## src/rtl/core/lrpw_pkg.sv

```systemverilog
package lrpw_pkg;

    // Configuration register indexes.
    typedef enum logic [2:0] {
        REG_ROW_PITCH  = 3'd0,
        REG_BPP        = 3'd1,
        REG_COLOR      = 3'd2,
        REG_BIG_ENDIAN = 3'd3,
        REG_WIDTH      = 3'd4,
        REG_HEIGHT     = 3'd5,
        REG_BASE       = 3'd6
    } reg_index_t;

    // One pixel job handed from the line front end to the pixel back end.
    // Widths cover every supported fraction width.
    typedef struct packed {
        logic signed [15:0] low_minor;
        logic        [15:0] len;
        logic signed [18:0] pdiff;
        logic signed [16:0] dminor;
        logic signed [17:0] major;
        logic               steep;
        logic               last;
    } job_t;

    typedef struct packed {
        logic [15:0] row_pitch;
        logic [2:0]  bpp;
        logic [31:0] color;
        logic        big_endian;
        logic [11:0] width;
        logic [11:0] height;
        logic [31:0] base;
    } cfg_t;

endpackage

```

## src/rtl/core/lrpw_queue.sv

```systemverilog
module lrpw_queue
    import lrpw_pkg::*;
(
    input  logic clk,
    input  logic rst_n,
    input  job_t push_job,
    input  logic push_valid,
    output logic push_ready,
    output job_t pop_job,
    output logic pop_valid,
    input  logic pop_ready
);

    job_t       slot_reg [2];
    logic       wr_ptr_reg;
    logic       rd_ptr_reg;
    logic [1:0] count_reg;
    logic       push;
    logic       pop;

    assign push_ready = (count_reg != 2'd2);
    assign pop_valid  = (count_reg != 2'd0);
    assign pop_job    = slot_reg[rd_ptr_reg];
    assign push       = push_valid && push_ready;
    assign pop        = pop_valid && pop_ready;

    always_ff @(posedge clk)
    begin
        if (push)
        begin
            slot_reg[wr_ptr_reg] <= push_job;
        end
    end

    always_ff @(posedge clk or negedge rst_n)
    begin
        if (!rst_n)
        begin
            wr_ptr_reg <= 1'b0;
            rd_ptr_reg <= 1'b0;
            count_reg  <= 2'd0;
        end
        else
        begin
            if (push)
            begin
                wr_ptr_reg <= ~wr_ptr_reg;
            end
            if (pop)
            begin
                rd_ptr_reg <= ~rd_ptr_reg;
            end
            if (push && !pop)
            begin
                count_reg <= count_reg + 2'd1;
            end
            else if (pop && !push)
            begin
                count_reg <= count_reg - 2'd1;
            end
        end
    end

endmodule

```

## src/rtl/core/lrpw_front.sv

```systemverilog
module lrpw_front
    import lrpw_pkg::*;
#(
    parameter int FRAC_BITS = 4
)
(
    input  logic               clk,
    input  logic               rst_n,
    input  logic               in_valid,
    output logic               in_ready,
    input  logic               req_type,
    input  logic signed [15:0] start_x,
    input  logic signed [15:0] start_y,
    input  logic signed [15:0] end_x,
    input  logic signed [15:0] end_y,
    output job_t               job,
    output logic               job_valid,
    input  logic               job_ready
);

    logic               active_reg;
    logic               steep_reg;
    logic signed [17:0] major_reg;
    logic signed [15:0] lm_reg, lmin_reg, hm_reg, hmin_reg;

    logic signed [16:0] dx, dy, adx, ady;
    logic               steep_n, swap_n;
    logic signed [15:0] a0, a1, b0, b1;
    logic signed [15:0] lm_n, lmin_n, hm_n, hmin_n;
    logic        [16:0] lm_mag;
    logic        [16:0] mag_sh;
    logic signed [17:0] trunc_n;
    logic signed [26:0] trunc_scaled;
    logic               active_n;

    logic signed [16:0] len_w;
    logic               zero_len;
    logic signed [26:0] pos_scaled;
    logic signed [26:0] pdiff_w;
    logic signed [26:0] next_scaled;
    logic               last;
    logic               accept;

    assign in_ready = job_ready;
    assign accept   = in_valid && in_ready;

    // Loading a line: choose the major axis, then order the endpoints.
    always_comb
    begin
        dx      = 17'(start_x) - 17'(end_x);
        dy      = 17'(start_y) - 17'(end_y);
        adx     = dx[16] ? -dx : dx;
        ady     = dy[16] ? -dy : dy;
        steep_n = adx < ady;
        a0      = steep_n ? start_y : start_x;
        a1      = steep_n ? start_x : start_y;
        b0      = steep_n ? end_y : end_x;
        b1      = steep_n ? end_x : end_y;
        swap_n  = a0 > b0;
        lm_n    = swap_n ? b0 : a0;
        lmin_n  = swap_n ? b1 : a1;
        hm_n    = swap_n ? a0 : b0;
        hmin_n  = swap_n ? a1 : b1;
        // Truncate the low major endpoint toward zero.
        lm_mag  = 17'(-17'(lm_n));
        mag_sh  = lm_mag >> FRAC_BITS;
        if (lm_n[15])
        begin
            trunc_n = -$signed({1'b0, mag_sh});
        end
        else
        begin
            trunc_n = 18'(lm_n) >>> FRAC_BITS;
        end
        trunc_scaled = 27'(trunc_n) <<< FRAC_BITS;
        active_n = ((lm_n == hm_n) && (lmin_n == hmin_n)) || (trunc_scaled <= 27'(hm_n));
    end

    // Stepping: the operands of the interpolation for the current pixel.
    always_comb
    begin
        len_w       = 17'(hm_reg) - 17'(lm_reg);
        zero_len    = (len_w == 17'sd0);
        pos_scaled  = 27'(major_reg) <<< FRAC_BITS;
        pdiff_w     = pos_scaled - 27'(lm_reg);
        next_scaled = (27'(major_reg) + 27'sd1) <<< FRAC_BITS;
        last        = zero_len || (next_scaled > 27'(hm_reg));

        job.low_minor = lmin_reg;
        job.len       = zero_len ? 16'd1 : len_w[15:0];
        job.pdiff     = zero_len ? 19'sd0 : pdiff_w[18:0];
        job.dminor    = zero_len ? 17'sd0 : 17'(hmin_reg) - 17'(lmin_reg);
        job.major     = major_reg;
        job.steep     = steep_reg;
        job.last      = last;
    end

    assign job_valid = in_valid && req_type && active_reg;

    always_ff @(posedge clk)
    begin
        if (accept && !req_type)
        begin
            lm_reg   <= lm_n;
            lmin_reg <= lmin_n;
            hm_reg   <= hm_n;
            hmin_reg <= hmin_n;
        end
    end

    always_ff @(posedge clk or negedge rst_n)
    begin
        if (!rst_n)
        begin
            active_reg <= 1'b0;
            steep_reg  <= 1'b0;
            major_reg  <= 18'sd0;
        end
        else if (accept)
        begin
            if (!req_type)
            begin
                active_reg <= active_n;
                steep_reg  <= steep_n;
                major_reg  <= trunc_n;
            end
            else if (active_reg)
            begin
                if (last)
                begin
                    active_reg <= 1'b0;
                end
                else
                begin
                    major_reg <= major_reg + 18'sd1;
                end
            end
        end
    end

endmodule

```

## src/rtl/core/lrpw_back.sv

```systemverilog
module lrpw_back
    import lrpw_pkg::*;
#(
    parameter int FRAC_BITS = 4,
    parameter int INT_BITS  = 12
)
(
    input  logic               clk,
    input  logic               rst_n,
    input  cfg_t               cfg,
    input  job_t               job,
    input  logic               job_valid,
    output logic               job_ready,
    output logic               out_valid,
    input  logic               out_ready,
    output logic signed [11:0] pixel_x,
    output logic signed [11:0] pixel_y,
    output logic        [31:0] byte_address,
    output logic        [31:0] write_bytes,
    output logic        [2:0]  byte_count,
    output logic               off_frame,
    output logic               last_pixel
);

    localparam int QW   = 17 - FRAC_BITS;
    localparam int NW   = 38;
    localparam int CNTW = $clog2(QW);
    localparam logic signed [17:0] SAT_HI = 18'((1 << (INT_BITS - 1)) - 1);
    localparam logic signed [17:0] SAT_LO = -SAT_HI - 18'sd1;

    typedef enum logic [7:0] {
        ST_IDLE = 8'b00000001,
        ST_MUL1 = 8'b00000010,
        ST_MUL2 = 8'b00000100,
        ST_PREP = 8'b00001000,
        ST_DIV  = 8'b00010000,
        ST_POS  = 8'b00100000,
        ST_ADDR = 8'b01000000,
        ST_PUT  = 8'b10000000
    } state_t;

    state_t             state_reg;
    job_t               job_reg;
    logic signed [32:0] prod1_reg;
    logic signed [35:0] prod2_reg;
    logic [NW-1:0]      rem_reg;
    logic [NW-1:0]      dsh_reg;
    logic [QW-1:0]      quo_reg;
    logic [CNTW-1:0]    cnt_reg;
    logic               neg_reg;
    logic signed [17:0] px_reg, py_reg;
    logic               off_reg;
    logic [27:0]        yprod_reg;
    logic [13:0]        xoff_reg;

    logic               out_valid_reg;
    logic [11:0]        pixel_x_reg, pixel_y_reg;
    logic [31:0]        byte_address_reg, write_bytes_reg;
    logic [2:0]         byte_count_reg;
    logic               off_frame_reg, last_pixel_reg;

    logic signed [36:0] num;
    logic [36:0]        mag;
    logic [23:0]        den;
    logic               ge;
    logic signed [17:0] minor;
    logic [2:0]         bpp_eff;
    logic [31:0]        lanes;
    logic               out_free;

    function automatic logic [11:0] sat12(input logic signed [17:0] v);
        logic signed [17:0] c;
        begin
            c = v;
            if (c < SAT_LO)
            begin
                c = SAT_LO;
            end
            if (c > SAT_HI)
            begin
                c = SAT_HI;
            end
            return c[11:0];
        end
    endfunction

    assign job_ready = (state_reg == ST_IDLE);
    assign out_free  = !out_valid_reg || out_ready;

    always_comb
    begin
        num   = 37'(prod1_reg) + 37'(prod2_reg);
        mag   = num[36] ? 37'(-num) : 37'(num);
        den   = 24'(job_reg.len) << FRAC_BITS;
        ge    = rem_reg >= dsh_reg;
        minor = neg_reg ? -18'($unsigned(quo_reg)) : 18'($unsigned(quo_reg));
        if (cfg.bpp == 3'd0)
        begin
            bpp_eff = 3'd1;
        end
        else if (cfg.bpp > 3'd4)
        begin
            bpp_eff = 3'd4;
        end
        else
        begin
            bpp_eff = cfg.bpp;
        end
        case (bpp_eff)
            3'd1:    lanes = {24'd0, cfg.color[7:0]};
            3'd2:    lanes = {16'd0, cfg.color[15:0]};
            3'd3:    lanes = cfg.big_endian ?
                             {8'd0, cfg.color[7:0], cfg.color[15:8], cfg.color[23:16]} :
                             {8'd0, cfg.color[23:0]};
            default: lanes = cfg.color;
        endcase
    end

    always_ff @(posedge clk)
    begin
        case (state_reg)
            ST_IDLE:
            begin
                job_reg <= job;
            end
            ST_MUL1:
            begin
                prod1_reg <= job_reg.low_minor * $signed({1'b0, job_reg.len});
            end
            ST_MUL2:
            begin
                prod2_reg <= job_reg.pdiff * job_reg.dminor;
            end
            ST_PREP:
            begin
                // Round half away from zero: (2|n| + d) / (2d).
                neg_reg <= num[36];
                rem_reg <= NW'({mag, 1'b0}) + NW'(den);
                dsh_reg <= NW'(den) << QW;
                quo_reg <= '0;
                cnt_reg <= CNTW'(QW - 1);
            end
            ST_DIV:
            begin
                if (ge)
                begin
                    rem_reg <= rem_reg - dsh_reg;
                end
                quo_reg <= {quo_reg[QW-2:0], ge};
                dsh_reg <= dsh_reg >> 1;
                cnt_reg <= cnt_reg - CNTW'(1);
            end
            ST_POS:
            begin
                px_reg <= job_reg.steep ? minor : job_reg.major;
                py_reg <= job_reg.steep ? job_reg.major : minor;
            end
            ST_ADDR:
            begin
                off_reg   <= px_reg < 18'sd0 || px_reg >= $signed({6'd0, cfg.width}) ||
                             py_reg < 18'sd0 || py_reg >= $signed({6'd0, cfg.height});
                yprod_reg <= py_reg[11:0] * cfg.row_pitch;
                xoff_reg  <= px_reg[11:0] * bpp_eff;
            end
            default:
            begin
            end
        endcase
    end

    // The rounding divisor is 2*den, so den << QW is that divisor aligned
    // with the top quotient bit; QW compare-and-subtract steps follow.
    always_ff @(posedge clk or negedge rst_n)
    begin
        if (!rst_n)
        begin
            state_reg <= ST_IDLE;
        end
        else
        begin
            case (state_reg)
                ST_IDLE: if (job_valid) state_reg <= ST_MUL1;
                ST_MUL1: state_reg <= ST_MUL2;
                ST_MUL2: state_reg <= ST_PREP;
                ST_PREP: state_reg <= ST_DIV;
                ST_DIV:  if (cnt_reg == '0) state_reg <= ST_POS;
                ST_POS:  state_reg <= ST_ADDR;
                ST_ADDR: state_reg <= ST_PUT;
                ST_PUT:  if (out_free) state_reg <= ST_IDLE;
                default: state_reg <= ST_IDLE;
            endcase
        end
    end

    always_ff @(posedge clk)
    begin
        if (state_reg == ST_PUT && out_free)
        begin
            pixel_x_reg      <= sat12(px_reg);
            pixel_y_reg      <= sat12(py_reg);
            byte_address_reg <= off_reg ? 32'd0 :
                                cfg.base + 32'(yprod_reg) + 32'(xoff_reg);
            write_bytes_reg  <= off_reg ? 32'd0 : lanes;
            byte_count_reg   <= bpp_eff;
            off_frame_reg    <= off_reg;
            last_pixel_reg   <= job_reg.last;
        end
    end

    always_ff @(posedge clk or negedge rst_n)
    begin
        if (!rst_n)
        begin
            out_valid_reg <= 1'b0;
        end
        else if (state_reg == ST_PUT && out_free)
        begin
            out_valid_reg <= 1'b1;
        end
        else if (out_ready)
        begin
            out_valid_reg <= 1'b0;
        end
    end

    assign out_valid    = out_valid_reg;
    assign pixel_x      = pixel_x_reg;
    assign pixel_y      = pixel_y_reg;
    assign byte_address = byte_address_reg;
    assign write_bytes  = write_bytes_reg;
    assign byte_count   = byte_count_reg;
    assign off_frame    = off_frame_reg;
    assign last_pixel   = last_pixel_reg;

    a_put_shows: assert property (@(posedge clk) disable iff (!rst_n)
        state_reg == ST_PUT && out_free |=> out_valid_reg)
        else $error("finished pixel not presented");

    a_count_range: assert property (@(posedge clk) disable iff (!rst_n)
        out_valid_reg |-> byte_count_reg >= 3'd1 && byte_count_reg <= 3'd4)
        else $error("byte count out of range");

    a_off_no_write: assert property (@(posedge clk) disable iff (!rst_n)
        out_valid_reg && off_frame_reg |-> byte_address_reg == 32'd0 &&
        write_bytes_reg == 32'd0)
        else $error("off-frame pixel carries a write");

    a_job_starts: assert property (@(posedge clk) disable iff (!rst_n)
        job_valid && job_ready |=> state_reg == ST_MUL1)
        else $error("taken job did not start");

endmodule

```

## src/rtl/core/line_rasterizer_pixel_writer.sv

```systemverilog
// Start requests produce no output.
// Each step request of an active line yields one pixel, computed in the
// back end by two multiplies, a one-bit-per-cycle rounding divider and
// the position and address states; the back end takes a new pixel only
// when idle, once the previous one has gone to its output register.
// A two-entry queue lets the front take requests while the back end works.
// Reset (asynchronous, active low) clears the line, queue and output valid.
module line_rasterizer_pixel_writer
    import lrpw_pkg::*;
#(
    parameter int COORD_FRAC_BITS = 4,
    parameter int COORD_INT_BITS  = 12
)
(
    input  logic               clk,
    input  logic               rst_n,
    input  logic               cfg_write,
    input  logic [2:0]         cfg_index,
    input  logic [31:0]        cfg_data,
    input  logic               in_valid,
    output logic               in_ready,
    input  logic               req_type,
    input  logic signed [15:0] start_x,
    input  logic signed [15:0] start_y,
    input  logic signed [15:0] end_x,
    input  logic signed [15:0] end_y,
    output logic               out_valid,
    input  logic               out_ready,
    output logic signed [11:0] pixel_x,
    output logic signed [11:0] pixel_y,
    output logic        [31:0] byte_address,
    output logic        [31:0] write_bytes,
    output logic        [2:0]  byte_count,
    output logic               off_frame,
    output logic               last_pixel
);

    cfg_t cfg_reg;
    job_t front_job, back_job;
    logic front_valid, front_ready, back_valid, back_ready;

    always_ff @(posedge clk or negedge rst_n)
    begin
        if (!rst_n)
        begin
            cfg_reg.row_pitch  <= 16'd2560;
            cfg_reg.bpp        <= 3'd4;
            cfg_reg.color      <= 32'h00FF00FF;
            cfg_reg.big_endian <= 1'b0;
            cfg_reg.width      <= 12'd640;
            cfg_reg.height     <= 12'd480;
            cfg_reg.base       <= 32'd0;
        end
        else if (cfg_write)
        begin
            case (cfg_index)
                REG_ROW_PITCH:  cfg_reg.row_pitch  <= cfg_data[15:0];
                REG_BPP:        cfg_reg.bpp        <= cfg_data[2:0];
                REG_COLOR:      cfg_reg.color      <= cfg_data;
                REG_BIG_ENDIAN: cfg_reg.big_endian <= cfg_data[0];
                REG_WIDTH:      cfg_reg.width      <= cfg_data[11:0];
                REG_HEIGHT:     cfg_reg.height     <= cfg_data[11:0];
                REG_BASE:       cfg_reg.base       <= cfg_data;
                default:
                begin
                end
            endcase
        end
    end

    lrpw_front #(
        .FRAC_BITS (COORD_FRAC_BITS)
    ) u_front (
        .clk       (clk),
        .rst_n     (rst_n),
        .in_valid  (in_valid),
        .in_ready  (in_ready),
        .req_type  (req_type),
        .start_x   (start_x),
        .start_y   (start_y),
        .end_x     (end_x),
        .end_y     (end_y),
        .job       (front_job),
        .job_valid (front_valid),
        .job_ready (front_ready)
    );

    lrpw_queue u_queue (
        .clk        (clk),
        .rst_n      (rst_n),
        .push_job   (front_job),
        .push_valid (front_valid),
        .push_ready (front_ready),
        .pop_job    (back_job),
        .pop_valid  (back_valid),
        .pop_ready  (back_ready)
    );

    lrpw_back #(
        .FRAC_BITS (COORD_FRAC_BITS),
        .INT_BITS  (COORD_INT_BITS)
    ) u_back (
        .clk          (clk),
        .rst_n        (rst_n),
        .cfg          (cfg_reg),
        .job          (back_job),
        .job_valid    (back_valid),
        .job_ready    (back_ready),
        .out_valid    (out_valid),
        .out_ready    (out_ready),
        .pixel_x      (pixel_x),
        .pixel_y      (pixel_y),
        .byte_address (byte_address),
        .write_bytes  (write_bytes),
        .byte_count   (byte_count),
        .off_frame    (off_frame),
        .last_pixel   (last_pixel)
    );

endmodule
```

## config.mk

```make
export PLATFORM = sky130hd
export DESIGN_NAME = line_rasterizer_pixel_writer
export DESIGN_NICKNAME = d
export VERILOG_FILES = /design/src/rtl/core/lrpw_pkg.sv /design/src/rtl/core/lrpw_queue.sv /design/src/rtl/core/lrpw_front.sv /design/src/rtl/core/lrpw_back.sv /design/src/rtl/core/line_rasterizer_pixel_writer.sv
export SDC_FILE = /design/constraint.sdc
export NUM_CORES = 2
export LEC_CHECK = 0
export ABC_AREA = 1
export BUFFER_PORTS_ARGS = -buffer_cell sky130_fd_sc_hd__buf_2
export CAP_MARGIN = 20
export CORE_MARGIN = 3
export CORE_UTILIZATION = 45
export DETAILED_ROUTE_END_ITERATION = 8
export PLACE_DENSITY = 0.7
export SETUP_SLACK_MARGIN = 0.02
export SYNTH_ARGS = -nofsm -noshare
export SYNTH_HDL_FRONTEND = slang
export SYNTH_SLANG_ARGS = --single-unit
```

## constraint.sdc

```tcl
create_clock -name clk -period 15 [get_ports clk]
set_clock_uncertainty 0.05 [all_clocks]
set_input_delay 3.75 -clock clk [delete_from_list [all_inputs] [get_ports clk]]
set_output_delay 3.75 -clock clk [all_outputs]
set_load 0.01 [all_outputs]
```

## Word level (Yosys, flattened, before mapping)

Memories as Yosys holds them, arrays and structs flattened. A register that Yosys moved wholly into a read port is not among the register bits.
Index checks and enable logic that the tools add are counted.
W data, S select, Z words.

- Output and inout port bits: 95
- Register bits after elaboration: 540
- Memories: 1
- Bits in writable memories: 176
- Logic and storage cells: 193
- Input port bits: 105

Memories:

| memory | depth | bits a word | rd ports | clocked after memory_dff | wr ports | line | text |
|---|---|---|---|---|---|---|---|
| u_queue.slot_reg | 2 | 88 | 1 | 1 | 1 | lrpw_queue.sv:14 | `job_t slot_reg [2];` |

- Multiply operators: 4
- Equal/unequal tests: 26
- Reduce and logical (&&, ||, !) cells: 39
- Bitwise logic cells: 3
- Muxes and demuxes: 47
- Order comparisons: 14
- Add/sub/neg operators: 21

Operators with widths:

| kind | number |
|---|---|
| $mux W18 | 11 |
| $pmux W38 S2 | 2 |
| $mux W16 | 9 |
| $pmux W32 S3 | 1 |
| $sub A16 B16 Y17 | 4 |
| $pmux W8 S8 | 1 |
| $mux W17 | 3 |
| $add A38 B20 Y38 | 1 |
| $ge A38 B38 Y1 | 1 |
| $mux W38 | 1 |
| $sub A38 B38 Y38 | 1 |
| $add A33 B36 Y37 | 1 |
| $mux W37 | 1 |
| $neg A37 Y37 | 1 |
| $ge A18 B13 Y1 | 2 |
| $gt A18 B12 Y1 const B | 2 |
| $lt A18 B1 Y1 const B | 2 |
| $lt A18 B12 Y1 const B | 2 |
| $mul A19 B17 Y36 | 1 |
| $neg A13 Y18 | 2 |
| $neg A17 Y17 | 2 |
| $mul A16 B17 Y33 | 1 |
| $add A32 B14 Y32 | 1 |
| $add A32 B28 Y32 | 1 |
| 46 further kinds | 100 |

## Logic depth before layout (Yosys ltp)

- Depth in word-level cells: 13
- Mapped depth: 77

## By module

Synthesis repeated with hierarchy kept, for this count alone.

- Cell total of the unflattened synthesis: 9215
- Area, all modules: 75882.8 sq um

Modules (own cells, without submodules):

| module | times used | area each (sq um) | cells each |
|---|---|---|---|
| lrpw_back | 1 | 52994.6 | 6406 |
| lrpw_front | 1 | 12024.0 | 1841 |
| lrpw_queue | 1 | 6611.3 | 488 |
| line_rasterizer_pixel_writer | 1 | 4252.8 | 480 |

## Worst setup path before layout

No wires, ideal clock.

- Path type: input to register
- Start point: input start_x[0]
- End point: register u_front.active_reg
- Data required time: 14.833 ns
- Data arrival time: 12.732 ns
- Path buffers: 5
- Slack: 2.101 ns
- Stages on the path: 67
- Cells stage by stage: inv_1 > ha_1 > fa_1 > o21ai_0 > a21oi_1 > o21ai_0 > a21o_1 > a21oi_1 > o21ai_0 > nand3_1 > nand2_1 > a21oi_1 > o21bai_1 > nand2_1 > a22oi_1 > inv_1 > clkbuf_1 > nand2_1 > (+31 left out) > nand3_2 > nor2_1 > nand3b_1 > o21ai_1 > ha_1 > nand2_1 > nor2_1 > a211oi_1 > o21a_1 > o21ai_0 > nand2_1 > o211ai_1 > a221oi_1 > nand2_1 > a21oi_1 > nand4_1 > nand2_1 > nand2_1

- Cells in the longest elaborated chain, start to end: 13

Ends and longest elaborated chain:

| element | line | text |
|---|---|---|
| from (decl) | line_rasterizer_pixel_writer.sv:23 | `input logic signed [15:0] start_x,` |
| $sub A16 B16 Y17 | lrpw_front.sv:50 | `dx = 17'(start_x) - 17'(end_x);` |
| $neg A17 Y17 | lrpw_front.sv:52 | `adx = dx[16] ? -dx : dx;` |
| $mux W17 | lrpw_front.sv:52 |  |
| $lt A17 B17 Y1 | lrpw_front.sv:54 | `steep_n = adx < ady;` |
| $mux W16, on equally long branches | lrpw_front.sv:55, lrpw_front.sv:57 |  |
| $gt A16 B16 Y1 | lrpw_front.sv:59 | `swap_n = a0 > b0;` |
| $mux W16 | lrpw_front.sv:60 | `lm_n = swap_n ? b0 : a0;` |
| $neg A16 Y17 | lrpw_front.sv:65 | `lm_mag = 17'(-17'(lm_n));` |
| $neg A13 Y18 | lrpw_front.sv:69 | `trunc_n = -$signed({1'b0, mag_sh});` |
| $mux W18 | lrpw_front.sv:67 | `if (lm_n[15])` |
| $le A22 B16 Y1 | lrpw_front.sv:76 | `active_n = ((lm_n == hm_n) && (lmin_n == hmin_n)) \|\| (trunc_scaled <= 27'(hm_n));` |
| $logic_or A1 B1 Y1 (*) | lrpw_front.sv:76 |  |
| $mux W1 (*) | lrpw_front.sv:121 | `if (!req_type)` |
| to (signal assigned) | lrpw_front.sv:123 | `active_reg <= active_n;` |
| to (decl) | lrpw_front.sv:21 | `logic active_reg;` |

Mark *: on every way between the ends. The rest lies on a longest branch, timed or not.
A chain may end at the register's enable or synchronous reset.

## Worst setup path after layout

Same ends and word-level chain as after synthesis.

==> results.toml <==
[route]
wl_um = 189000
drcViolationCount = 0
wl_met1_um = 80400
wl_met3_um = 12600
wl_met2_um = 89800
routedWlPerCell_um = 17.6
vias_per_cell = 5.20
vias = 55800
drtPass1Iterations = 8
drt_iter0_markers = 4574
antenna_left = 0
top_layer = "met4"

[logic_synthesis]
synthArstFlopShare = 0.176
synth-main-ff-cell = "edfxtp_1"
yosysTopAreaCellShare = 0.272
netlist_area_sq_um = 72600
syn-num-nets = 9771
yosysUniqueCellTypes = 67
syn_inst = 8377
synth_edf_count = 658
syn_avg_cell_area_sq_um = 8.66
ys_ff_latch = 799
synthTopCellsByArea = "edfxtp_1, fa_1, nand2_1"
yosysTopAreaCell = "edfxtp_1"
yosysSeqAreaShare = 0.321
ys.warnings.count = 0

[floorplan]
die_w_um = 408
dieHeight_um = 408
rows = 146
design.core.area_sq_um = 159000
dieArea_sq_um = 166000
ios = 200
start_util = 0.456

[min_path]
holdPathStages = 1
min_path_type = "flip-flop to flip-flop"

[clock_tree]
post-cts-setup-buffer-count = 0
clk_latency_ps = 740
cts_resized = 0
numCtsBuffers = 85
tritoncts = "done"
cts_hold_buf = 0
ctsLongestPathBuffers = 3
htree_levels = 3
cts.sinks = 799
cts_root_buf = "clkbuf_16"
clk_pin_slew_ps = 70

[cells_and_area]
drive_gt1_frac = 0.0781
fill_cells = 14900
largest_reg_flops = 176
layout-area-overhead-vs-synth_pct = 9.25
finalInstanceArea_sq_um = 79300
nets = 9911

[worst_setup_path]
crit_arrival_ps = 14000
cpMostUsedCell = "nand2_1"
path_class = "input pin to flip-flop"
cp-end-kind = "flip-flop"
start_kind = "input pin"
path_max_fanout = 23
worst-r2r-cell-count = 47
critPathMaxStageDelay_ps = 440
cp.required_ps = 15530
critPathSlowestCell = "o21ai_0"

[global_route]
grt_max_degree = 89
antenna_found_initial = 11
grt_pass1_vias = 56100
track_usage = 0.226
overflow = 0
grt_pass1_wl_um = 302000

[run_status]
status = "finished clean"

[place]
io_buffers = 199
gp_congestion = 0.926
dpl-instance-area_sq_um = 76300
dp_hpwl_um = 147000

[timing]
drv_slew = 0
setup_violations = 0
max_clock_freq_mhz = 74.2
finalSetupTns_ps = 0
relSlewSlack = 0.297
finalCritPeriodShare = 0.898
rsz0062_at_grt = "false"
hold_viol_final = 0
min_period_ps = 13470
tightest_slew_ps = 1050

[flow_run]
cap_viol_max_count = 0
## cell usage in the layout, fill, tap and decap left out, types with 85 or more instances in the layout
master and instances:
nand2_1 2070, inv_1 1726, fa_1 693, edfxtp_1 658, ha_1 596, o21ai_0 464, a21oi_1 383, nor2_1 357
xor2_1 212, buf_2 198, nand3_1 170, buf_4 149, dfrtp_1 114, clkbuf_16 85
## critical path: cells and delay by family
kind	cells	cell delay [ps]
compound gates	21	4240
simple gates	29	2950
fa+ha+maj	5	1570
buf+inv	8	1320
xor+xnor	1	160
## layout make-up
class                      instances  area [sq um]  share of cell area
multi-input combinational       5534         41600               0.525
antenna                            3          7.51           0.0000947
sequential                       799         23300               0.294
clock inverter                    49           633             0.00799
tap                             2146          2690              0.0339
timing repair buffer             352          2210              0.0279
inverter                        1745          6550              0.0826
clock buffer                     109          2280              0.0287
## per-stage QoR
step,hold WS (ps),instances,utilization,worst slack (ps)
floorplan,350,8377,-,2100
global placement,409,10600,0.479,1000
detailed placement,418,10600,0.479,918
CTS,427,10700,0.497,1580
global route,435,10700,0.498,486
finish,426,10700,0.498,1530
## per-layer routing
| layer | global-route usage | vias to the layer above |
|---|---|---|
| met3 | 0.0333 | 344 |
| li1 | - | 26500 |
| met5 | 0 | - |
| met2 | 0.377 | 1881 |
| met4 | 0.0672 | 0 |
| met1 | 0.306 | 27100 |
## cells by family after synthesis
group | synth area share
buffers and inverters | 0.106
adder cells (fa/ha/maj) | 0.294
XOR/XNOR | 0.0343
flip-flops | 0.321
AO/OA/AOI/OAI | 0.0788
AND/OR/NAND/NOR | 0.165
## path summary, 6_finish.rpt
| path | endpoint | slack [ps] | from |
|---|---|---|---|
| setup / recovery | u_front.active_reg | 1530 | start_x[0] |
| hold / removal | u_queue.count_reg[0] | 430 | u_queue.count_reg[0] |
| setup reg to reg | u_back.rem_reg[36] | 6730 | u_back.prod2_reg[0] |
| hold reg to reg | u_queue.count_reg[0] | 430 | u_queue.count_reg[0] |
| max in group asynchronous | u_front.major_reg[13] | 10440 | rst_n |
| min in group asynchronous | cfg_reg[86] | 3080 | rst_n |
## cell usage after synthesis (4+ instances only)
cell type / instances
clkbuf_1: 254
a2111oi_0: 5
a22oi_1: 4
a31oi_1: 30
xnor2_1: 72
o31ai_1: 15
fa_1: 693
dfrtp_1: 115
or4_1: 4
o21a_1: 16
buf_2: 13
nand2_1: 2074
o211ai_1: 12
a211oi_1: 13
o22ai_1: 9
o21bai_1: 40
edfxtp_1: 658
inv_1: 1727
nand3_2: 7
xor2_1: 212
nor2_4: 6
nand3b_1: 20
inv_2: 12
o21ai_1: 24
nor3_1: 48
nor2_2: 17
nand2_2: 29
nor4_1: 22
or2_2: 59
buf_1: 27
clkinv_1: 6
nor2_1: 361
nand3_1: 170
ha_1: 596
dfstp_2: 26
nand4_1: 75
a21oi_1: 383
o21ai_0: 464
a21o_1: 14
a221oi_1: 4
Power is not shown: default switching activity piles up to over one toggle a cycle in this logic, so the estimate is an artifact.
